<file path="src/rrqs_pkg.sv">
// shared types and constants for the round-robin quantum scheduler
// used by controller, datapath and top level
package rrqs_pkg;

  localparam int MAX_SLOTS_DEF = 16;
  localparam int QUANT_W       = 9;
  localparam logic [QUANT_W-1:0] QUANT_MAX = 9'd511;

  localparam logic [2:0] REQ_TICK  = 3'd0;
  localparam logic [2:0] REQ_ADD   = 3'd1;
  localparam logic [2:0] REQ_YIELD = 3'd2;
  localparam logic [2:0] REQ_END   = 3'd3;
  localparam logic [2:0] REQ_SET   = 3'd4;

  localparam logic [1:0] ST_OK       = 2'd0;
  localparam logic [1:0] ST_FULL     = 2'd1;
  localparam logic [1:0] ST_NO_READY = 2'd2;
  localparam logic [1:0] ST_EMPTY    = 2'd3;

  localparam logic [1:0] SS_READY   = 2'd0;
  localparam logic [1:0] SS_BLOCKED = 2'd1;
  localparam logic [1:0] SS_DEAD    = 2'd2;
  localparam logic [1:0] SS_INVALID = 2'd3;

  typedef enum logic [4:0] {
    OP_NONE,
    OP_LOAD,
    OP_EMPTY,
    OP_TICK0,
    OP_RA,
    OP_RAF,
    OP_WALK,
    OP_YLD0,
    OP_YLD1,
    OP_YLD2,
    OP_END0,
    OP_GIFT0,
    OP_GIFT1,
    OP_ADDSCAN,
    OP_ADDLINK,
    OP_SETRD,
    OP_SETCHK,
    OP_FINRD,
    OP_FIN
  } op_t;

  typedef struct packed {
    op_t op;
  } cmd_t;

  typedef struct packed {
    logic ne;
    logic req_tick;
    logic req_add;
    logic req_yield;
    logic req_end;
    logic set_go;
    logic tick_go;
    logic slot_ready;
    logic ring_done;
    logic last;
    logic free;
    logic scan_last;
    logic match;
    logic out_free;
  } stat_t;

endpackage

</file>
<file path="src/rrqs_ctrl.sv">
// controller state machine of the round-robin quantum scheduler
// depends on rrqs_pkg; drives micro-op commands into rrqs_dp
module rrqs_ctrl (
  input  logic           clk,
  input  logic           rst_n,
  input  logic           in_valid,
  output logic           in_ready,
  input  rrqs_pkg::stat_t stat,
  output rrqs_pkg::cmd_t  cmd
);

  typedef enum logic [14:0] {
    S_IDLE     = 15'b000000000000001,
    S_DISP     = 15'b000000000000010,
    S_RA       = 15'b000000000000100,
    S_RAF      = 15'b000000000001000,
    S_WALK     = 15'b000000000010000,
    S_YLD_WR   = 15'b000000000100000,
    S_YLD_Z    = 15'b000000001000000,
    S_ADD_SCAN = 15'b000000010000000,
    S_ADD_LINK = 15'b000000100000000,
    S_SET_RD   = 15'b000001000000000,
    S_SET_CHK  = 15'b000010000000000,
    S_GIFT_RD  = 15'b000100000000000,
    S_GIFT_WR  = 15'b001000000000000,
    S_FIN_RD   = 15'b010000000000000,
    S_FIN      = 15'b100000000000000
  } state_t;

  state_t state_r, state_nxt;

  assign in_ready = (state_r == S_IDLE);

  always_ff @(posedge clk) begin
    if (!rst_n) begin
      state_r <= S_IDLE;
    end else begin
      state_r <= state_nxt;
    end
  end

  always_comb begin
    state_nxt = state_r;
    cmd.op    = rrqs_pkg::OP_NONE;
    unique case (state_r)
      S_IDLE: begin
        if (in_valid) begin
          cmd.op    = rrqs_pkg::OP_LOAD;
          state_nxt = S_DISP;
        end
      end
      S_DISP: begin
        priority if ((stat.req_tick || stat.req_yield || stat.req_end) && !stat.ne) begin
          cmd.op    = rrqs_pkg::OP_EMPTY;
          state_nxt = S_FIN_RD;
        end else if (stat.req_tick) begin
          cmd.op    = rrqs_pkg::OP_TICK0;
          state_nxt = stat.tick_go ? S_RA : S_FIN_RD;
        end else if (stat.req_yield) begin
          cmd.op    = rrqs_pkg::OP_YLD0;
          state_nxt = S_YLD_WR;
        end else if (stat.req_end) begin
          cmd.op    = rrqs_pkg::OP_END0;
          state_nxt = stat.last ? S_FIN_RD : S_RA;
        end else if (stat.req_add) begin
          cmd.op = rrqs_pkg::OP_ADDSCAN;
          priority if (stat.free) begin
            state_nxt = stat.ne ? S_ADD_LINK : S_FIN_RD;
          end else if (stat.scan_last) begin
            state_nxt = S_FIN_RD;
          end else begin
            state_nxt = S_ADD_SCAN;
          end
        end else if (stat.set_go) begin
          cmd.op    = rrqs_pkg::OP_SETRD;
          state_nxt = S_SET_CHK;
        end else begin
          state_nxt = S_FIN_RD;
        end
      end
      S_RA: begin
        cmd.op = rrqs_pkg::OP_RA;
        priority if (stat.slot_ready) begin
          state_nxt = S_RAF;
        end else if (stat.ring_done) begin
          state_nxt = stat.req_end ? S_GIFT_RD : S_FIN_RD;
        end else begin
          state_nxt = S_RA;
        end
      end
      S_RAF: begin
        cmd.op    = rrqs_pkg::OP_RAF;
        state_nxt = S_WALK;
      end
      S_WALK: begin
        cmd.op = rrqs_pkg::OP_WALK;
        if (stat.slot_ready) begin
          state_nxt = stat.req_end ? S_GIFT_RD : S_FIN_RD;
        end
      end
      S_YLD_WR: begin
        cmd.op    = rrqs_pkg::OP_YLD1;
        state_nxt = S_YLD_Z;
      end
      S_YLD_Z: begin
        cmd.op    = rrqs_pkg::OP_YLD2;
        state_nxt = S_FIN_RD;
      end
      S_ADD_SCAN: begin
        cmd.op = rrqs_pkg::OP_ADDSCAN;
        priority if (stat.free) begin
          state_nxt = stat.ne ? S_ADD_LINK : S_FIN_RD;
        end else if (stat.scan_last) begin
          state_nxt = S_FIN_RD;
        end else begin
          state_nxt = S_ADD_SCAN;
        end
      end
      S_ADD_LINK: begin
        cmd.op    = rrqs_pkg::OP_ADDLINK;
        state_nxt = S_FIN_RD;
      end
      S_SET_RD: begin
        cmd.op    = rrqs_pkg::OP_SETRD;
        state_nxt = S_SET_CHK;
      end
      S_SET_CHK: begin
        cmd.op    = rrqs_pkg::OP_SETCHK;
        state_nxt = (stat.match || stat.scan_last) ? S_FIN_RD : S_SET_RD;
      end
      S_GIFT_RD: begin
        cmd.op    = rrqs_pkg::OP_GIFT0;
        state_nxt = S_GIFT_WR;
      end
      S_GIFT_WR: begin
        cmd.op    = rrqs_pkg::OP_GIFT1;
        state_nxt = S_FIN_RD;
      end
      S_FIN_RD: begin
        cmd.op    = rrqs_pkg::OP_FINRD;
        state_nxt = S_FIN;
      end
      S_FIN: begin
        cmd.op = rrqs_pkg::OP_FIN;
        if (stat.out_free) begin
          state_nxt = S_IDLE;
        end
      end
      default: begin
        state_nxt = S_IDLE;
      end
    endcase
  end

endmodule

</file>
<file path="src/rrqs_dp.sv">
// datapath of the round-robin quantum scheduler: slot memories, ring pointers,
// used bits, quantum register and output register; depends on rrqs_pkg
module rrqs_dp #(
  parameter int MAX_SLOTS = rrqs_pkg::MAX_SLOTS_DEF
) (
  input  logic                         clk,
  input  logic                         rst_n,
  input  rrqs_pkg::cmd_t               cmd,
  output rrqs_pkg::stat_t              stat,
  input  logic [2:0]                   in_req_type,
  input  logic [7:0]                   in_proc_id,
  input  logic [63:0]                  in_stack_ptr,
  input  logic [1:0]                   in_new_status,
  input  logic                         in_lock_held,
  input  logic                         cfg_valid,
  input  logic [7:0]                   cfg_data,
  output logic                         out_valid,
  input  logic                         out_ready,
  output logic [63:0]                  out_stack_ptr_out,
  output logic [7:0]                   out_running_id,
  output logic                         out_switched,
  output logic [1:0]                   out_status_code
);

  localparam int IW = (MAX_SLOTS > 1) ? $clog2(MAX_SLOTS) : 1;
  localparam int QW = rrqs_pkg::QUANT_W;
  localparam logic [IW-1:0] LAST_IDX = IW'(MAX_SLOTS - 1);

  // slot memories
  logic [IW-1:0] mem_next  [MAX_SLOTS];
  logic [QW-1:0] mem_quant [MAX_SLOTS];
  logic [63:0]   mem_stack [MAX_SLOTS];
  logic [7:0]    mem_pid   [MAX_SLOTS];
  logic [1:0]    mem_state [MAX_SLOTS];

  logic [IW-1:0] rd_next_r;
  logic [QW-1:0] rd_quant_r;
  logic [63:0]   rd_stack_r;
  logic [7:0]    rd_pid_r;
  logic [1:0]    rd_state_r;

  // control state
  logic [MAX_SLOTS-1:0] used_r;
  logic [IW-1:0]        cur_r;
  logic [IW-1:0]        prev_r;
  logic                 ne_r;
  logic [7:0]           qlen_r;
  logic                 out_valid_r;

  // per-request working registers
  logic [2:0]    req_r;
  logic [7:0]    pid_r;
  logic [63:0]   sp_r;
  logic [1:0]    nst_r;
  logic          lock_r;
  logic [IW-1:0] c_r;
  logic [IW-1:0] p_r;
  logic [IW-1:0] start_r;
  logic [IW-1:0] scan_r;
  logic [1:0]    code_r;
  logic          sw_r;

  logic [63:0]   out_sp_r;
  logic [7:0]    out_id_r;
  logic          out_sw_r;
  logic [1:0]    out_code_r;

  // memory port controls
  logic          rd_en;
  logic [IW-1:0] raddr;
  logic [IW-1:0] waddr;
  logic          we_next, we_quant, we_stack, we_pid, we_state;
  logic [IW-1:0] wd_next;
  logic [QW-1:0] wd_quant;
  logic [63:0]   wd_stack;
  logic [7:0]    wd_pid;
  logic [1:0]    wd_state;

  logic [QW-1:0] qdec;
  logic [QW-1:0] qinc;
  logic          out_free;

  assign qdec = (rd_quant_r != '0) ? rd_quant_r - 1'b1 : '0;
  assign qinc = (rd_quant_r == rrqs_pkg::QUANT_MAX) ? rd_quant_r : rd_quant_r + 1'b1;
  assign out_free = !out_valid_r || out_ready;

  assign stat.ne         = ne_r;
  assign stat.req_tick   = (req_r == rrqs_pkg::REQ_TICK);
  assign stat.req_add    = (req_r == rrqs_pkg::REQ_ADD);
  assign stat.req_yield  = (req_r == rrqs_pkg::REQ_YIELD);
  assign stat.req_end    = (req_r == rrqs_pkg::REQ_END);
  assign stat.set_go     = (req_r == rrqs_pkg::REQ_SET) && (nst_r != rrqs_pkg::SS_INVALID);
  assign stat.tick_go    = (qdec == '0) && !lock_r;
  assign stat.slot_ready = (rd_state_r == rrqs_pkg::SS_READY);
  assign stat.ring_done  = (rd_next_r == start_r);
  assign stat.last       = (rd_next_r == cur_r);
  assign stat.free       = !used_r[scan_r];
  assign stat.scan_last  = (scan_r == LAST_IDX);
  assign stat.match      = used_r[scan_r] && (rd_pid_r == pid_r);
  assign stat.out_free   = out_free;

  always_comb begin
    rd_en    = 1'b0;
    raddr    = cur_r;
    waddr    = cur_r;
    we_next  = 1'b0;
    we_quant = 1'b0;
    we_stack = 1'b0;
    we_pid   = 1'b0;
    we_state = 1'b0;
    wd_next  = rd_next_r;
    wd_quant = qinc;
    wd_stack = sp_r;
    wd_pid   = pid_r;
    wd_state = rrqs_pkg::SS_READY;
    unique case (cmd.op)
      rrqs_pkg::OP_LOAD, rrqs_pkg::OP_GIFT0, rrqs_pkg::OP_FINRD: begin
        rd_en = 1'b1;
      end
      rrqs_pkg::OP_TICK0: begin
        we_quant = 1'b1;
        wd_quant = qdec;
        rd_en    = stat.tick_go;
        raddr    = rd_next_r;
      end
      rrqs_pkg::OP_RA: begin
        rd_en = !stat.slot_ready && !stat.ring_done;
        raddr = rd_next_r;
      end
      rrqs_pkg::OP_RAF: begin
        rd_en    = 1'b1;
        raddr    = start_r;
        we_quant = stat.req_tick;
        we_stack = stat.req_tick;
        wd_quant = {1'b0, qlen_r};
      end
      rrqs_pkg::OP_WALK: begin
        rd_en   = !stat.slot_ready;
        raddr   = rd_next_r;
        we_next = !stat.slot_ready && (rd_state_r == rrqs_pkg::SS_DEAD);
        waddr   = p_r;
      end
      rrqs_pkg::OP_YLD0: begin
        rd_en = 1'b1;
        raddr = rd_next_r;
      end
      rrqs_pkg::OP_YLD1: begin
        we_quant = 1'b1;
        waddr    = c_r;
      end
      rrqs_pkg::OP_YLD2: begin
        we_quant = 1'b1;
        wd_quant = '0;
      end
      rrqs_pkg::OP_END0: begin
        we_next = !stat.last;
        waddr   = prev_r;
        rd_en   = !stat.last;
        raddr   = rd_next_r;
      end
      rrqs_pkg::OP_GIFT1: begin
        we_quant = 1'b1;
      end
      rrqs_pkg::OP_ADDSCAN: begin
        waddr    = scan_r;
        we_next  = stat.free;
        we_quant = stat.free;
        we_stack = stat.free;
        we_pid   = stat.free;
        we_state = stat.free;
        wd_next  = ne_r ? rd_next_r : scan_r;
        wd_quant = {1'b0, qlen_r};
      end
      rrqs_pkg::OP_ADDLINK: begin
        we_next = 1'b1;
        wd_next = c_r;
      end
      rrqs_pkg::OP_SETRD: begin
        rd_en = 1'b1;
        raddr = scan_r;
      end
      rrqs_pkg::OP_SETCHK: begin
        we_state = stat.match;
        waddr    = scan_r;
        wd_state = nst_r;
      end
      default: begin
      end
    endcase
  end

  always_ff @(posedge clk) begin
    if (we_next) begin
      mem_next[waddr] <= wd_next;
    end
    if (we_quant) begin
      mem_quant[waddr] <= wd_quant;
    end
    if (we_stack) begin
      mem_stack[waddr] <= wd_stack;
    end
    if (we_pid) begin
      mem_pid[waddr] <= wd_pid;
    end
    if (we_state) begin
      mem_state[waddr] <= wd_state;
    end
  end

  // link reads see a same-cycle link write
  always_ff @(posedge clk) begin
    if (rd_en) begin
      rd_next_r  <= (we_next && (waddr == raddr)) ? wd_next : mem_next[raddr];
      rd_quant_r <= mem_quant[raddr];
      rd_stack_r <= mem_stack[raddr];
      rd_pid_r   <= mem_pid[raddr];
      rd_state_r <= mem_state[raddr];
    end
  end

  always_ff @(posedge clk) begin
    if (!rst_n) begin
      used_r      <= '0;
      cur_r       <= '0;
      prev_r      <= '0;
      ne_r        <= 1'b0;
      qlen_r      <= 8'd1;
      out_valid_r <= 1'b0;
    end else begin
      if (cfg_valid) begin
        qlen_r <= cfg_data;
      end
      if (cmd.op == rrqs_pkg::OP_FIN && out_free) begin
        out_valid_r <= 1'b1;
      end else if (out_ready) begin
        out_valid_r <= 1'b0;
      end
      unique case (cmd.op)
        rrqs_pkg::OP_WALK: begin
          if (stat.slot_ready) begin
            prev_r <= p_r;
            cur_r  <= c_r;
          end else if (rd_state_r == rrqs_pkg::SS_DEAD) begin
            used_r[c_r] <= 1'b0;
          end
        end
        rrqs_pkg::OP_END0: begin
          used_r[cur_r] <= 1'b0;
          if (stat.last) begin
            ne_r   <= 1'b0;
            cur_r  <= '0;
            prev_r <= '0;
          end else begin
            cur_r <= rd_next_r;
          end
        end
        rrqs_pkg::OP_ADDSCAN: begin
          if (stat.free) begin
            used_r[scan_r] <= 1'b1;
            if (!ne_r) begin
              cur_r  <= scan_r;
              prev_r <= scan_r;
              ne_r   <= 1'b1;
            end
          end
        end
        rrqs_pkg::OP_ADDLINK: begin
          if (prev_r == cur_r) begin
            prev_r <= c_r;
          end
        end
        default: begin
        end
      endcase
    end
  end

  always_ff @(posedge clk) begin
    if (cmd.op == rrqs_pkg::OP_FIN && out_free) begin
      out_sp_r   <= sw_r ? rd_stack_r : sp_r;
      out_id_r   <= ne_r ? rd_pid_r : 8'd0;
      out_sw_r   <= sw_r;
      out_code_r <= code_r;
    end
    unique case (cmd.op)
      rrqs_pkg::OP_LOAD: begin
        req_r  <= in_req_type;
        pid_r  <= in_proc_id;
        sp_r   <= in_stack_ptr;
        nst_r  <= in_new_status;
        lock_r <= in_lock_held;
        scan_r <= '0;
        sw_r   <= 1'b0;
        code_r <= (in_req_type >= rrqs_pkg::REQ_SET && !ne_r) ? rrqs_pkg::ST_EMPTY
                                                               : rrqs_pkg::ST_OK;
      end
      rrqs_pkg::OP_EMPTY: begin
        code_r <= rrqs_pkg::ST_EMPTY;
      end
      rrqs_pkg::OP_TICK0: begin
        if (stat.tick_go) begin
          start_r <= rd_next_r;
          c_r     <= rd_next_r;
        end
      end
      rrqs_pkg::OP_RA: begin
        if (!stat.slot_ready) begin
          if (stat.ring_done) begin
            code_r <= rrqs_pkg::ST_NO_READY;
          end else begin
            c_r <= rd_next_r;
          end
        end
      end
      rrqs_pkg::OP_RAF: begin
        c_r <= start_r;
        p_r <= stat.req_tick ? cur_r : prev_r;
      end
      rrqs_pkg::OP_WALK: begin
        if (stat.slot_ready) begin
          if (stat.req_tick) begin
            sw_r <= (c_r != cur_r);
          end
        end else begin
          c_r <= rd_next_r;
          if (rd_state_r != rrqs_pkg::SS_DEAD) begin
            p_r <= c_r;
          end
        end
      end
      rrqs_pkg::OP_YLD0: begin
        c_r <= rd_next_r;
      end
      rrqs_pkg::OP_END0: begin
        if (stat.last) begin
          code_r <= rrqs_pkg::ST_EMPTY;
        end else begin
          start_r <= rd_next_r;
          c_r     <= rd_next_r;
          sw_r    <= 1'b1;
        end
      end
      rrqs_pkg::OP_ADDSCAN: begin
        priority if (stat.free) begin
          c_r <= scan_r;
          if (!ne_r) begin
            sw_r <= 1'b1;
          end
        end else if (stat.scan_last) begin
          code_r <= rrqs_pkg::ST_FULL;
        end else begin
          scan_r <= scan_r + 1'b1;
        end
      end
      rrqs_pkg::OP_SETCHK: begin
        if (!stat.match && !stat.scan_last) begin
          scan_r <= scan_r + 1'b1;
        end
      end
      default: begin
      end
    endcase
  end

  assign out_valid         = out_valid_r;
  assign out_stack_ptr_out = out_sp_r;
  assign out_running_id    = out_id_r;
  assign out_switched      = out_sw_r;
  assign out_status_code   = out_code_r;

endmodule

</file>
<file path="src/round_robin_quantum_scheduler.sv">
// top level of the round-robin quantum scheduler
// depends on rrqs_pkg, rrqs_ctrl and rrqs_dp
//
//   channel  dir  handshake              payload
//   in       in   in_valid / in_ready    req_type, proc_id, stack_ptr, new_status, lock_held
//   out      out  out_valid / out_ready  stack_ptr_out, running_id, switched, status_code
//   cfg      in   cfg_valid / cfg_ready  data (quantum length)
//
// one request at a time, in steps: load, dispatch, slot read, result
// switching tick and end of one of several slots: slots are read in a search for a ready one,
//   then if one is found the ring is walked to it; end adds the gift; yield rewrites quantums
// add: scans slots for a free one, then links it into a nonempty ring
// set status: reads and checks slots in turn until the process id matches or the last slot
// synchronous reset, used bits clear at once; the result step waits for a free output register
module round_robin_quantum_scheduler #(
  parameter int MAX_SLOTS = rrqs_pkg::MAX_SLOTS_DEF
) (
  input  logic        clk,
  input  logic        rst_n,
  input  logic        in_valid,
  output logic        in_ready,
  input  logic [2:0]  in_req_type,
  input  logic [7:0]  in_proc_id,
  input  logic [63:0] in_stack_ptr,
  input  logic [1:0]  in_new_status,
  input  logic        in_lock_held,
  output logic        out_valid,
  input  logic        out_ready,
  output logic [63:0] out_stack_ptr_out,
  output logic [7:0]  out_running_id,
  output logic        out_switched,
  output logic [1:0]  out_status_code,
  input  logic        cfg_valid,
  output logic        cfg_ready,
  input  logic [7:0]  cfg_data
);

  rrqs_pkg::cmd_t  cmd;
  rrqs_pkg::stat_t stat;

  assign cfg_ready = 1'b1;

  rrqs_ctrl u_ctrl (
    .clk      (clk),
    .rst_n    (rst_n),
    .in_valid (in_valid),
    .in_ready (in_ready),
    .stat     (stat),
    .cmd      (cmd)
  );

  rrqs_dp #(
    .MAX_SLOTS (MAX_SLOTS)
  ) u_dp (
    .clk               (clk),
    .rst_n             (rst_n),
    .cmd               (cmd),
    .stat              (stat),
    .in_req_type       (in_req_type),
    .in_proc_id        (in_proc_id),
    .in_stack_ptr      (in_stack_ptr),
    .in_new_status     (in_new_status),
    .in_lock_held      (in_lock_held),
    .cfg_valid         (cfg_valid),
    .cfg_data          (cfg_data),
    .out_valid         (out_valid),
    .out_ready         (out_ready),
    .out_stack_ptr_out (out_stack_ptr_out),
    .out_running_id    (out_running_id),
    .out_switched      (out_switched),
    .out_status_code   (out_status_code)
  );

endmodule

</file>
<file path="config.mk">
export PLATFORM = sky130hd
export DESIGN_NAME = round_robin_quantum_scheduler
export DESIGN_NICKNAME = d
export VERILOG_FILES = /design/src/rrqs_pkg.sv /design/src/rrqs_ctrl.sv /design/src/rrqs_dp.sv /design/src/round_robin_quantum_scheduler.sv
export SDC_FILE = /design/constraint.sdc
export NUM_CORES = 2
export LEC_CHECK = 0
export BUFFER_PORTS_ARGS = -buffer_cell sky130_fd_sc_hd__buf_2
export CAP_MARGIN = 20
export CELL_PAD_IN_SITES_DETAIL_PLACEMENT = 0
export CELL_PAD_IN_SITES_GLOBAL_PLACEMENT = 2
export CORE_MARGIN = 3
export CORE_UTILIZATION = 40
export DETAILED_ROUTE_END_ITERATION = 10
export PLACE_DENSITY_LB_ADDON = 0.25
export RECOVER_POWER = 25
export SYNTH_ARGS = -nofsm -noshare
export SYNTH_HDL_FRONTEND = slang
export SYNTH_HIERARCHICAL = 1
export SYNTH_SLANG_ARGS = --single-unit
</file>
<file path="constraint.sdc">
create_clock -name clk -period 11.6 [get_ports clk]
set_clock_uncertainty 0.2 [all_clocks]
set_input_delay 1.74 -clock clk [delete_from_list [all_inputs] [get_ports clk]]
set_output_delay 1.74 -clock clk [all_outputs]
set_load 0.01 [all_outputs]
</file>
==> impl_metrics.tcl <==
set metrics [dict create \
    wl_met1_mm 85.9 \
    start_util_pct 40.4 \
    core_um2 170000 \
    path_clk_slew_ns 0.06 \
    synth_xor_area_share_pct 0.598 \
    cts.sinks 1700 \
    vias 42500 \
    drtAntennaViolNets 0 \
    fmax_mhz 142 \
    maxSlewViolCount 0 \
    netlist.area_leader.share_pct 72.0 \
    cts_resized 0 \
    root_buffer "clkbuf_16" \
    cts_hold_buf 0 \
    first_pass_iters 5 \
    syn-num-nets 5157 \
    worst_slew_margin_rel_pct 20.1 \
    gp_congestion 0.809 \
    synthSimpleGateAreaFrac_pct 13.2 \
    syn-cell-area_um2 68800 \
    final-setup-viol-count 0 \
    power_density_nw_per_um2 167 \
    synth_edf_count 1651 \
    grt_pass1_vias 41700 \
    sw_frac_of_total_pct 21.8 \
    fp.dieH_um 421 \
    routed_wl_mm 189 \
    fin_crit_sh_pct 60.7 \
    wl_met2_mm 90.8 \
    antenna_found_initial 2 \
    grt_overflow 0 \
    cts_setup_buffers 0 \
    synth_common_cells "1651 x edfxtp_1, 1142 x nand2_1, 367 x nand3_1" \
    outcome "completed" \
    min_from "u_dp/code_r[0]" \
    grt_max_degree 201 \
    fin_area_um2 77700 \
    wl_per_cell_um 25.0 \
    crit_type "reg2reg" \
    fp.dieArea_um2 177000 \
    dp_slack_ns 4.02 \
    drv_cap 0 \
    cts-htree-levels 4 \
    syn_inst 5060 \
    rr_endpoint "u_dp/rd_stack_r[41]" \
    syn_to_final_growth_pct 12.9 \
    drc 0 \
    yosysWarnings 6 \
    min_to "u_dp/out_status_code[0]" \
    reg2reg_from "u_ctrl/state_r[12]" \
    drtIter0Drc 3767 \
    ys_seq_area_share_pct 73.5 \
    cts_max_path_buffers 3 \
    cts-buffers-inserted 182 \
    post-dp-hpwl_mm 97.0 \
    seqPwrFrac_pct 54.6 \
    cp.arrival_ns 7.35 \
    synth.area.mux_share_pct 1.72 \
    synth_compound_area_share_pct 8.54 \
    timing.final.ws_setup_ns 4.56 \
    p_leak_nw 25.4 \
    synth_cell_types 84 \
    yosys.area_share.adder_pct 0.109 \
    wl_met3_mm 8.26 \
    num_antenna_cells 0 \
    clkPwrFrac_pct 42.4 \
    via_per_inst 5.61 \
    avgSynthCellArea_um2 13.6 \
    synthTopCellsByArea "edfxtp_1 72%, nand2_1 6.2%, a311oi_1 3.2%, nand3_1 2.7%, a211oi_1 1.8%" \
    async_reset_ff_share_pct 0 \
    yosysMostFrequentCell "edfxtp_1" \
    hold_depth 0 \
    clk-insertion-delay-late_ns 0.82 \
    hold_viol 0 \
    power_frac_comb_pct 3.0 \
    worst_pin_slew_ns 1.20 \
    io_buffers 167 \
    multi_input_area_um2 16900 \
    path_max_fanout 129 \
    finalCriticalPeriod_ns 7.04 \
    rsz0062_at_grt "no" \
    drive_gt1_share_pct 12.2 \
    fin_tns_setup_ns 0 \
    final_nets 5228 \
    pin_count 169 \
    nFillCells 15100 \
    grt_pass1_wl_mm 281 \
    power_mw 13.0 \
    place_area_um2 72100 \
    crit_path_end_kind "flop" \
    core.rowCount 151 \
    ys_dominant_reg_cell "edfxtp_1" \
    topRoutingLayerUsed "met4" \
    p_int_mw 10.2 \
    required_ns 11.91 \
    yosys.area.top_type "edfxtp_1" \
    reg2reg_depth 16 \
    synth_top_family_by_area "simple AND/OR/NAND/NOR gates" \
    die_w_um 421 \
    irDropWorstVdd_uv 149 \
    hold_class "reg2reg" \
    p_sw_mw 2.83 \
    r2r_slack_ns 4.56 \
    grt_util_all_layers_pct 21.2 \
    seqCellArea_um2 50600 \
    ys_ff_latch 1700 \
    startpoint_type "flop" \
    cts_tree "yes" \
]
cell usage in the layout, fill, tap and decap left out, types with 24 or more instances in the layout:
| cell type | count |
|---|---|
| a311oi_1 | 249 |
| nand2_1 | 1142 |
| nor2b_1 | 37 |
| and3_1 | 176 |
| a21oi_1 | 122 |
| inv_1 | 24 |
| edfxtp_1 | 1651 |
| nand3_1 | 367 |
| a211oi_1 | 169 |
| xnor2_1 | 25 |
| buf_4 | 84 |
| mux2i_1 | 30 |
| mux2_2 | 66 |
| dfxtp_1 | 49 |
| clkinv_1 | 34 |
| nor2_1 | 122 |
| clkinv_2 | 27 |
| a31oi_1 | 88 |
| clkbuf_16 | 185 |
| buf_2 | 168 |
| clkbuf_1 | 57 |
power groups by stage:
stage	clock network [mW]	registers (mW)	logic, mW
after CTS	5.63	7.10	0.397
after floorplan	0	7.13	0.242
after global routing	5.88	7.11	0.426
after global placement	0	7.22	0.389
final	5.50	7.09	0.391
after detailed placement	0	7.22	0.394
per-layer routing:
layer	up-vias	track usage (%)
met1	21700	29.9
met5	-	0
met4	0	5.48
met2	1079	34.9
met3	260	2.77
li1	19400	-
final cells by class:
type                       count  area share, %
clock buffer                 242           6.24
tap                         2295           3.69
multi-input combinational   2957           21.7
sequential                  1700           65.0
timing repair buffer         266           2.21
clock inverter                89          0.972
inverter                      24          0.116
how the worst max path moves through the flow:
stage | startpoint | endpoint | slack [ns] | cells past startpoint
2_1_floorplan | u_dp/req_r[2] | u_dp/scan_r[0] | 0.73 | 9
3_3_place_gp | in_valid | u_dp/rd_next_r[1] | 4.18 | 13
3_5_place_dp | in_valid | u_dp/rd_quant_r[7] | 4.02 | 10
4_1_cts | u_ctrl/state_r[8] | u_dp/rd_quant_r[4] | 4.40 | 13
5_1_grt | u_ctrl/state_r[12] | u_dp/rd_stack_r[41] | 4.01 | 16
6_report | u_ctrl/state_r[12] | u_dp/rd_stack_r[41] | 4.56 | 16
per-stage QoR:
stage,hold slack [ns],util (%),std cells
2_1_floorplan,0.200,-,5060
3_3_place_gp,0.259,42.3,7236
3_5_place_dp,0.249,42.4,7240
4_1_cts,0.259,45.7,7571
5_1_grt,0.278,45.7,7573
6_report,0.253,45.7,7573
registers in the layout, summed over array words and instances (netlist names), 16 cells and up:
signal and flops:
u_dp/mem_stack 1024, u_dp/mem_quant 144, u_dp/mem_pid 128, u_dp/mem_next 64, u_dp/out_stack_ptr_out 64, u_dp/rd_stack_r 64
u_dp/sp_r 64, u_dp/mem_state 32, u_dp/used_r 16
cells by family after synthesis:
logic type	count (synthesis)
DFF	1700
xor gates and xnor gates	47
and+or+nand+nor	2010
other	1
adders and majority gates	6
AOI/OAI and AO/OA	790
buffers and inverters	403
muxes	103
critical path, stage by stage (launching register included):
cell	delay (ns)
dfxtp_1	0.42
nor3_2	0.48
nand4_1	0.45
a2111oi_0	0.62
nor2_1	0.09
nand3_1	0.12
buf_4	0.29
nand2b_1	0.24
nor4_2	0.16
a222oi_1	0.42
buf_4	0.64
nand2_8	0.73
buf_12	0.47
a211oi_1	0.35
a311oi_1	0.08
a311oi_1	0.66
a21oi_1	0.11
Power figures use the tool's default switching activity.
